### config.mk
export PLATFORM = sky130hd
export DESIGN_NAME = vra_rank_sum
export DESIGN_NICKNAME = d
export VERILOG_FILES = /design/src/rtl/core/vra_pkg.sv /design/src/rtl/core/vra_rank_sum.sv
export SDC_FILE = /design/constraint.sdc
export NUM_CORES = 1
export LEC_CHECK = 0
export ABC_AREA = 1
export BUFFER_PORTS_ARGS = -buffer_cell sky130_fd_sc_hd__buf_2
export CAP_MARGIN = 40
export CELL_PAD_IN_SITES_DETAIL_PLACEMENT = 1
export CELL_PAD_IN_SITES_GLOBAL_PLACEMENT = 1
export CORE_MARGIN = 2
export CORE_UTILIZATION = 47
export DETAILED_ROUTE_END_ITERATION = 8
export GPL_TIMING_DRIVEN = 0
export PLACE_DENSITY = 0.87
export SYNTH_ARGS = -nofsm -noshare
export SYNTH_HDL_FRONTEND = slang
export SYNTH_SLANG_ARGS = --single-unit
### constraint.sdc
create_clock -name i_clk -period 5.4 [get_ports i_clk]
set_clock_uncertainty 0.05 [all_clocks]
set_input_delay 0.27 -clock i_clk [delete_from_list [all_inputs] [get_ports i_clk]]
set_output_delay 0.27 -clock i_clk [all_outputs]
set_load 0.005 [all_outputs]
### src/rtl/core/vra_pkg.sv
package vra_pkg;

    localparam int RANK_W  = 7;
    localparam int VALUE_W = 32;
    localparam int GROUP_W = 8;

    typedef struct packed {
        logic load;
        logic inc;
        logic add;
        logic shift;
    } t_cell_ctl;

    typedef struct packed {
        logic              en;
        logic [RANK_W-1:0] tgt;
        logic [RANK_W-1:0] amt;
    } t_rank_add;

endpackage

### src/rtl/core/vra_rank_sum.sv
module vra_rank_sum
    import vra_pkg::*;
#(
    parameter int N = 64
) (
    input  logic              i_clk,
    input  logic              i_rst_n,
    input  logic              i_valid,
    input  logic [RANK_W-1:0] i_tgt,
    input  logic [N-1:0]      i_gt,
    output t_rank_add         o_add,
    output logic              o_pending
);

    localparam int NG  = (N + GROUP_W - 1) / GROUP_W;
    localparam int GSW = $clog2(GROUP_W + 1);

    logic [N-1:0]        r_gt;
    logic [RANK_W-1:0]   r_tgt1;
    logic                r_v1;
    logic [GSW-1:0]      r_grp [NG];
    logic [GSW-1:0]      n_grp [NG];
    logic [RANK_W-1:0]   r_tgt2;
    logic                r_v2;
    logic [RANK_W-1:0]   total;

    // group popcounts of the greater-than flags
    always_comb begin
        for (int g = 0; g < NG; g++) begin
            n_grp[g] = '0;
            for (int b = 0; b < GROUP_W; b++) begin
                if (g * GROUP_W + b < N) begin
                    n_grp[g] = n_grp[g] + {{(GSW-1){1'b0}}, r_gt[g * GROUP_W + b]};
                end
            end
        end
    end

    always_comb begin
        total = '0;
        for (int g = 0; g < NG; g++) begin
            total = total + {{(RANK_W-GSW){1'b0}}, r_grp[g]};
        end
    end

    assign o_add.en   = r_v2;
    assign o_add.tgt  = r_tgt2;
    assign o_add.amt  = r_tgt2 - total;
    assign o_pending  = r_v1 | r_v2;

    always_ff @(posedge i_clk) begin
        if (!i_rst_n) begin
            r_v1 <= 1'b0;
            r_v2 <= 1'b0;
        end else begin
            r_v1 <= i_valid;
            r_v2 <= r_v1;
        end
        r_gt   <= i_gt;
        r_tgt1 <= i_tgt;
        r_tgt2 <= r_tgt1;
        r_grp  <= n_grp;
    end

endmodule

==> metrics.csv <==
metric,value,unit
area_growth_syn_to_layout,31.8,%
finalCritPeriodShare,0.804,
worstMarginPinSlew,0.400,ns
drc,0,
grt-ovfl-total,0,
final.setup.tns,0,ns
ff2ff_path_depth,8,
crit_path_end_kind,output pin,
grt_usage,0.268,
fmax,0.230,GHz
yosys_warnings,0,
via_per_inst,4.51,
reg2reg_slack,2.37,ns
max_slew_margin,0.733,
synth_most_common_cell,inv_1,
met1Wirelength,4.81,mm
hold_class,input port to flop,
drt_iter0_markers,95,
synth_area_leaders,"dfxtp_1, fa_1, inv_1, ha_1, nand2_1",
grt_max_degree,19,
hold_end,r_v2,
postSynthAreaPerCell,11.3,µm²
synth-edff-count,0,
syn_area,4800,µm²
cp_max_fo,6,
die_y,105,µm
dr.pass1.iters,4,
drv_cap,0,
critPathKind,flop to output pin,
dp.final_hpwl,7.13,mm
gp_congestion,0.727,
grt_pass1_vias,4146,
min-delay-start,i_rst_n,
min_period,4.34,ns
postRouteAntennaNets,0,
synth_fp_nets,595,
wl_per_cell,18.6,µm
dieWidth,105,µm
yosys.area.top_type,dfxtp_1,
min_path_cells,3,
synth_common_cells,"inv_1, dfxtp_1, fa_1, nand2_1, ha_1",
layout.nets,766,
cts_root_buffer,clkbuf_8,
diodes,0,
cp-start-kind,flop,
dieArea,11000,µm²
core,9860,µm²
wl_met2,7.82,mm
vias,3318,
clock_path_buffers,2,
dr.max_layer_used,met4,
setup_viol,0,
outcome,completed,
cp.arrival,4.02,ns
ios,90,
drv_slew,0,
hold_viol,0,
start_util,0.487,
synth-main-ff-cell,dfxtp_1,
wl,13.6,mm
clk_latency,0.39,ns
drive_above_1_share,0.179,
worstPathRequired,5.08,ns
wl_met3,470,µm
cts_buffers,9,
cts_tree,built,
htreeDepth,3,
portBuffers,89,
postCtsSetupBuffers,0,
cts_sinks,112,
async_flop_share,0,
ys_seq_elements,112,
clkTransAtPathRegs,0.10,ns
rsz0062_at_grt,false,
grt_antenna_before_repair,0,
reg2reg_to,r_grp[30],
synth-seq-area-share,0.467,
yosys.area.top_type_share,0.467,
r2r-start,r_gt[0],
ys_types,15,
grt_pass1_wl,21.7,mm
core.rowCount,36,
synth_cells,426,
## layout make-up
class	instances	area, µm²
timing repair buffer	160	1160
tap	133	166
buffer	1	7.51
clock buffer	10	138
fill	1053	3530
clock inverter	6	68.8
sequential	112	2240
inverter	137	514
multi-input combinational	176	2040
## cells by family (layout without fill, tap and decap cells)
family | Yosys count | count (layout) | synth area share
simple gates | 66 | 66 | 0.0579
buf+inv | 138 | 314 | 0.109
xor+xnor | 12 | 12 | 0.0219
compound gates | 3 | 3 | 0.00313
fa+ha+maj | 95 | 95 | 0.341
flops | 112 | 112 | 0.467
## how the worst max path moves through the flow
stage,end,from,slack (ns)
floorplan,o_add[6],r_grp[21],1.90
global placement,o_add[6],r_grp[21],1.67
detailed placement,o_add[5],r_grp[15],1.53
CTS,o_add[5],r_grp[15],1.12
global route,o_add[6],r_grp[11],0.87
finish,o_add[5],r_grp[11],1.06
## sequential cells by signal (all words and copies together), names as in the netlist
name,count
r_tgt1,7
r_v1,1
r_grp,32
r_gt,64
r_v2,1
r_tgt2,7
## per-stage QoR
stage	hold slack, ns	instances	worst slack, ns	area, µm²	util
after floorplan	0.248	426	1.90	4800	-
after global placement	0.260	648	1.67	5410	0.549
after detailed placement	0.264	648	1.53	5410	0.549
after CTS	0.0246	735	1.12	6330	0.642
after global routing	0.0966	735	0.867	6330	0.642
final	0.0884	735	1.06	6330	0.642
## worst max-delay path, cell delays in order (launching register included)
cell,delay (ns)
dfxtp_1,0.34
inv_1,0.07
fa_1,0.57
fa_1,0.46
fa_1,0.56
inv_1,0.06
fa_1,0.52
inv_1,0.05
ha_1,0.38
nand2_1,0.11
nor2_1,0.14
nand2_1,0.09
nand3_1,0.08
nand2_1,0.06
nand2_1,0.05
buf_2,0.10
## placed cells by master (no fill, tap or decap)
cell type        n
o21ai_0          1
buf_2           89
dlygate4sd3_1   71
a21oi_1          2
xnor2_1          3
inv_1          137
nand4_1          2
fa_1            60
clkinvlp_4       1
or2_2            1
nand3_1         14
bufinv_16        1
nand2_1         42
ha_1            35
clkinv_4         3
xor2_1           9
or2_4            1
dfxtp_1        112
clkbuf_8        10
buf_4            1
nor2_1           6
clkinv_2         1
## routing by layer
metal / vias up / GRT usage
li1: 1541 / -
met1: 1644 / 0.273
met2: 94 / 0.520
met3: 39 / 0.0462
met4: 0 / 0.132
met5: - / 0
## repair_timing
item	in CTS	in global routing
setup endpoints to repair	0	0
resized for setup	0	0
hold buffers	71	0
hold endpoints to repair	71	0
Power is not shown: default switching activity piles up to over one toggle a cycle in this logic, so the estimate is an artifact.
