### src/rtl/core/vra_pkg.sv
package vra_pkg;

    localparam int RANK_W  = 7;
    localparam int VALUE_W = 32;
    localparam int GROUP_W = 8;

    typedef struct packed {
        logic load;
        logic inc;
        logic add;
        logic shift;
    } t_cell_ctl;

    typedef struct packed {
        logic              en;
        logic [RANK_W-1:0] tgt;
        logic [RANK_W-1:0] amt;
    } t_rank_add;

endpackage

### src/rtl/core/vra_cell.sv
module vra_cell
    import vra_pkg::*;
(
    input  logic                      i_clk,
    input  t_cell_ctl                 i_ctl,
    input  logic signed [VALUE_W-1:0] i_value,
    input  logic [RANK_W-1:0]         i_add_amt,
    input  logic [RANK_W-1:0]         i_next_count,
    output logic                      o_gt,
    output logic [RANK_W-1:0]         o_count
);

    logic signed [VALUE_W-1:0] r_value;
    logic [RANK_W-1:0]         r_count;
    logic [RANK_W-1:0]         n_count;

    assign o_gt    = r_value > i_value;
    assign o_count = r_count;

    always_comb begin
        n_count = r_count + {{(RANK_W-1){1'b0}}, i_ctl.inc} + (i_ctl.add ? i_add_amt : '0);
        if (i_ctl.load) begin
            n_count = '0;
        end else if (i_ctl.shift) begin
            n_count = i_next_count;
        end
    end

    always_ff @(posedge i_clk) begin
        if (i_ctl.load) begin
            r_value <= i_value;
        end
        r_count <= n_count;
    end

endmodule

### config.mk
export PLATFORM = sky130hd
export DESIGN_NAME = vra_cell
export DESIGN_NICKNAME = d
export VERILOG_FILES = /design/src/rtl/core/vra_pkg.sv /design/src/rtl/core/vra_cell.sv
export SDC_FILE = /design/constraint.sdc
export NUM_CORES = 1
export LEC_CHECK = 0
export BUFFER_PORTS_ARGS = -buffer_cell sky130_fd_sc_hd__buf_2
export CAP_MARGIN = 0
export CELL_PAD_IN_SITES_DETAIL_PLACEMENT = 1
export CELL_PAD_IN_SITES_GLOBAL_PLACEMENT = 2
export CORE_ASPECT_RATIO = 1.5
export CORE_MARGIN = 2
export CORE_UTILIZATION = 33
export CTS_CLUSTER_DIAMETER = 40
export CTS_CLUSTER_SIZE = 16
export DETAILED_ROUTE_END_ITERATION = 8
export PLACE_DENSITY_LB_ADDON = 0.1
export SLEW_MARGIN = 20
export SYNTH_ARGS = -nofsm -noshare
export SYNTH_HDL_FRONTEND = slang
export SYNTH_SLANG_ARGS = --single-unit
### constraint.sdc
create_clock -name i_clk -period 3.35 [get_ports i_clk]
set_clock_uncertainty 0.2 [all_clocks]
set_input_delay 0.5025 -clock i_clk [delete_from_list [all_inputs] [get_ports i_clk]]
set_output_delay 0.5025 -clock i_clk [all_outputs]
set_load 0.01 [all_outputs]
==> flow_metrics.env, run 1 <==
export IMPL_route_vias_total=1760
export IMPL_synthSimpleGateAreaFrac_pct=12.2
export IMPL_grt_overflow=0
export IMPL_initial_core_util_pct=33.8
export IMPL_ys_seq_area_share_pct=47.9
export IMPL_r2r_cells=9
export IMPL_p_sw_uw=299
export IMPL_p_seq_share_pct=52.1
export IMPL_ioPinCount=59
export IMPL_core_um2=6810
export IMPL_dp_cells=349
export IMPL_gp_congestion=0.711
export IMPL_ant_nets=0
export IMPL_drtIter0Drc=64
export IMPL_maxCapViolCount=0
export IMPL_synthXorXnorAreaFrac_pct=0.381
export IMPL_ys_ff_latch=39
export IMPL_grt_max_degree=29
export IMPL_p_clk_share_pct=28.3
export IMPL_hpwl_um=3950
export IMPL_postCtsHoldBufs=0
export IMPL_timing_rr_end="o_count[6]"
export IMPL_drc=0
export IMPL_comb_power_share_pct=19.6
export IMPL_final_cells=357
export IMPL_setup_violations=0
export IMPL_syn_num_nets=304
export IMPL_worstMarginPinSlew_ps=649
export IMPL_hold_violations=0
export IMPL_grt_pass1_wl_um=8290
export IMPL_layout_min_cycle_time_ps=3100
export IMPL_intPower_uw=816
export IMPL_cts_root_buf="clkbuf_8"
export IMPL_tns_ps=0
export IMPL_n_antenna_cell=0
export IMPL_synth_edff_count=32
export IMPL_rsz0062_at_grt="no"
export IMPL_synth_compound_area_share_pct=10.5
export IMPL_post_cts_buffers=0
export IMPL_routed_wirelength_um=4900
export IMPL_cts_tree="done"
export IMPL_reg2reg_from="o_count[0]"
export IMPL_fp_dieW_um=72.2
export IMPL_fmax_mhz=323
export IMPL_syn_area_um2=2300
export IMPL_ys_async_sr_fraction_pct=0
export IMPL_synth_top_family_by_area="adder cells"
export IMPL_dieArea_um2=7670
export IMPL_p_sw_share_pct=26.8
export IMPL_yosys_area_share_adder_pct=21.9
export IMPL_wl_per_cell_um=13.7
export IMPL_slew_headroom_pct=56.7
export IMPL_post_cts_resized=0
export IMPL_drive_above_1_share_pct=23.7
export IMPL_period_share_pct=92.4
export IMPL_layout_cells_most_common_list="buf_2 (58), inv_1 (39), ha_1 (37)"
export IMPL_htree_levels=2
export IMPL_arrival_ps=2390
export IMPL_cts_buffers=5
export IMPL_synthMuxAreaShare_pct=0.435
export IMPL_min_from="i_value[25]"
export IMPL_area_delta_synth_final_pct=20.6
export IMPL_drv_slew=0
export IMPL_nFillCells=798
export IMPL_dpl_instance_area_um2=2690
export IMPL_layout_commonest_cell="buf_2"
export IMPL_syn_inst=214
export IMPL_cp_max_fo=3
export IMPL_synthFlopType="edfxtp_1"
export IMPL_die_h_um=106
export IMPL_p_leak_nw=1.34
export IMPL_worstSetupEndpointType="output pin"
export IMPL_grt_pass1_vias=1838
export IMPL_syn_avg_cell_area_um2=10.8
export IMPL_clock_sinks=39
export IMPL_power_density_nw_per_um2=402
export IMPL_required_ps=2650
export IMPL_yosys_warnings=0
export IMPL_portBuffers=58
export IMPL_final_util_pct=40.8
export IMPL_grt_use_total_pct=14.0
export IMPL_dr_pass1_iters=4
export IMPL_worstSkewPairLatency_ps=290
export IMPL_hold_path_endpoint="r_value[25]"
export IMPL_start_kind="flop"
export IMPL_synth_cell_type_count=38
export IMPL_ir_drop_v=0.000204
export IMPL_viasPerCell=4.93
export IMPL_num_rows=37
export IMPL_r2r_setup_slack_ps=720
export IMPL_stdcell_area_um2=2780
export IMPL_whs_path_depth=1
export IMPL_path_class="flop to output pin"
export IMPL_clockBufferDepth=2
export IMPL_outcome="completed"
export IMPL_layout_nets=368
export IMPL_clk_pin_slew_ps=80
export IMPL_hold_class="input port to flop"
export IMPL_power_mw=1.12
export IMPL_antenna_found_initial=0
metrics by stage:
stage,hold slack [ps],worst slack (ps)
2_1_floorplan,401,660
3_3_place_gp,441,286
3_5_place_dp,446,211
4_1_cts,180,125
5_1_grt,175,25.2
6_report,190,253
sequential cells by signal (all words and copies together), names as in the netlist:
| register | flops |
|---|---|
| o_count | 7 |
| r_value | 32 |
how the worst max path moves through the flow:
| stage | from | endpoint | slack, ps | cells past startpoint |
|---|---|---|---|---|
| 2_1_floorplan | i_value[14] | o_gt | 660 | 8 |
| 3_3_place_gp | i_value[14] | o_gt | 290 | 10 |
| 3_5_place_dp | i_value[14] | o_gt | 210 | 10 |
| 4_1_cts | r_value[14] | o_gt | 130 | 8 |
| 5_1_grt | r_value[14] | o_gt | 30 | 8 |
| 6_report | r_value[14] | o_gt | 250 | 8 |
routing by layer:
metal,global-route usage (%),routed length [um],vias to the layer above
met5,0,0,-
met4,5.80,101,0
met3,4.36,284,7
met2,24.4,2460,43
met1,15.5,2060,830
li1,-,-,880
power by group through the flow:
stage	registers (mW)	clock network, mW	logic, mW
2_1_floorplan	0.592	0	0.128
3_3_place_gp	0.591	0	0.219
3_5_place_dp	0.592	0	0.223
4_1_cts	0.581	0.332	0.225
5_1_grt	0.585	0.348	0.257
6_report	0.581	0.316	0.219
cell usage after synthesis (all sizes together), types with 2 or more instances:
master	count	share of area, %
or3	2	0.54
a21boi	2	0.65
nand3	3	0.65
nor2	11	1.8
o21ai	8	1.7
ha	37	20
inv	39	6.4
edfxtp	32	42
nor4	2	0.54
a21o	4	1.3
and2	5	1.4
nor2b	6	1.6
nand4	7	1.9
dfxtp	7	6.1
fa	2	1.7
nand2	12	2.0
a21oi	17	3.9
critical path: stages, from the launching register on:
cell and delay [ps]:
edfxtp_1 390, ha_1 340, nand4_1 190, nor4_2 370, a21boi_1 200, o31ai_1 90
o2111ai_1 130, mux2i_1 230, buf_2 160
area by class of cell:
class	instances	area [um2]	area share, %
Tap cell	78	97.6	3.52
Timing Repair Buffer	59	298	10.7
Multi-Input combinational cell	134	1050	37.9
Inverter	39	146	5.28
Clock buffer	8	80.1	2.89
Sequential cell	39	1100	39.7
logic make-up (layout without fill, tap and decap cells):
group	after synthesis	count (layout)
compound gates	39	39
xor+xnor	1	1
fa+ha+maj	39	39
buf+inv	41	106
flops	39	39
mux	1	1
simple gates	54	54
(Power assumes the default switching activity.)
==> inputs of run 2 (changes only) <==
Settings changed: CORE_ASPECT_RATIO 1.5 to 1.25.
==> run 2 against run 1 <==
  * Clock-buffer cell count is 3 lower
  * Clock power is essentially flat
  * Critical path depth is the same
  * Critical endpoint unchanged
  * Highest routed layer unchanged
==> flow_metrics.env, run 2 (synthesis gave the netlist of run 1 again) <==
export IMPL_routed_wirelength_um=4710
export IMPL_final_seq_area_um2=1100
export IMPL_route_vias_total=1718
export IMPL_power_density_nw_per_um2=399
export IMPL_clockBufferDepth=2
export IMPL_final_util_pct=40.7
export IMPL_grt_use_total_pct=13.5
export IMPL_start_kind="flop"
export IMPL_arrival_ps=2340
export IMPL_multi_input_area_um2=1050
export IMPL_path_delay_family="compound AO/OA/AOI/OAI gates"
export IMPL_required_ps=2650
export IMPL_drtIter0Drc=47
export IMPL_viasPerCell=4.67
export IMPL_area_delta_synth_final_pct=21.1
export IMPL_clk_pin_slew_ps=90
export IMPL_grt_max_degree=42
export IMPL_fp_dieW_um=78.7
export IMPL_largest_register="r_value"
export IMPL_ir_drop_v=0.000177
export IMPL_p_leak_nw=1.34
export IMPL_hold_class="input port to flop"
export IMPL_layout_nets=367
export IMPL_path_cells="ha_1 > nand4_1 > nor2_1 > a221o_1 > o31ai_1 > o2111ai_1 > mux2i_1 > buf_2"
export IMPL_grt_overflow=0
export IMPL_layout_cells_most_common_list="buf_2 (58), inv_1 (39), ha_1 (37)"
export IMPL_nFillCells=793
export IMPL_cts_tree="done"
export IMPL_drive_above_1_share_pct=24.5
export IMPL_dieArea_um2=7660
export IMPL_maxCapViolCount=0
export IMPL_hpwl_um=3660
export IMPL_layout_min_cycle_time_ps=3050
export IMPL_power_mw=1.11
export IMPL_gp_congestion=0.707
export IMPL_grt_pass1_wl_um=8200
export IMPL_initial_core_util_pct=33.6
export IMPL_fmax_mhz=328
export IMPL_worstSetupEndpointType="output pin"
export IMPL_cpMaxStageDelayCell="edfxtp_1"
export IMPL_dpl_instance_area_um2=2700
export IMPL_n_antenna_cell=0
export IMPL_final_cells=368
export IMPL_tns_ps=0
export IMPL_layout_commonest_cell="buf_2"
export IMPL_slew_headroom_pct=38.9
export IMPL_largest_reg_flops=32
export IMPL_path_class="flop to output pin"
export IMPL_cts_buffers=5
export IMPL_rsz0062_at_grt="no"
export IMPL_die_h_um=97.4
export IMPL_worstMarginPinSlew_ps=917
export IMPL_portBuffers=58
export IMPL_critical_path_buf_inv_count=1
export IMPL_period_share_pct=90.9
export IMPL_setup_violations=0
export IMPL_postCtsHoldBufs=0
export IMPL_hold_violations=0
export IMPL_dp_cells=360
export IMPL_clock_sinks=39
export IMPL_dr_pass1_iters=4
export IMPL_stdcell_area_um2=2790
export IMPL_max_stage_delay_ps=380
export IMPL_ant_nets=0
export IMPL_antenna_found_initial=0
export IMPL_drv_slew=0
export IMPL_core_um2=6850
export IMPL_drc=0
export IMPL_worstSkewPairLatency_ps=300
export IMPL_ioPinCount=59
export IMPL_htree_levels=2
export IMPL_wl_per_cell_um=12.8
export IMPL_num_rows=34
export IMPL_cts_root_buf="clkbuf_8"
export IMPL_outcome="completed"
export IMPL_cp_max_fo=3
export IMPL_grt_pass1_vias=1855
run 2: what timing repair did:
action,in CTS,in global routing
buffers inserted,0,0
endpoints found under the setup margin,0,1
gates resized for setup,0,1
run 2: metal layers:
| layer | GRT usage (%) | wire (um) | up-vias |
|---|---|---|---|
| met3 | 3.53 | 239 | 5 |
| li1 | - | - | 877 |
| met2 | 23.4 | 2360 | 36 |
| met1 | 16.4 | 2050 | 800 |
| met5 | 0 | 0 | - |
| met4 | 3.64 | 51 | 0 |
run 2: final timing paths:
| kind | start | endpoint | slack, ps | cells after the start |
|---|---|---|---|---|
| worst max-delay path | r_value[14] | o_gt | 300 | 8 |
| worst min-delay path | i_value[2] | r_value[2] | 190 | 1 |
| worst max register to register | o_count[0] | o_count[6] | 750 | 9 |
| worst min register to register | o_count[6] | o_count[6] | 440 | 3 |
run 2: cell type report:
type | count | share of cell area (%)
inverters | 39 | 5.25
flip-flops and latches | 39 | 39.5
clock buffers | 5 | 2.47
well taps | 90 | 4.04
clock inverters | 3 | 0.539
repair buffers | 58 | 10.4
multi-input cells | 134 | 37.8
run 2: per-stage QoR:
stage          hold WS [ps]  setup slack [ps]
2_1_floorplan           401               660
3_3_place_gp            448               375
3_5_place_dp            447               227
4_1_cts                 185               150
5_1_grt                 172              54.8
6_report                189               304
run 2: power breakdown:
group	switching, mW	leakage [nW]	internal [mW]	total (mW)
Combinational	0.115	0.925	0.101	0.216
Clock	0.172	0.0477	0.143	0.315
Sequential	0.0140	0.371	0.567	0.581
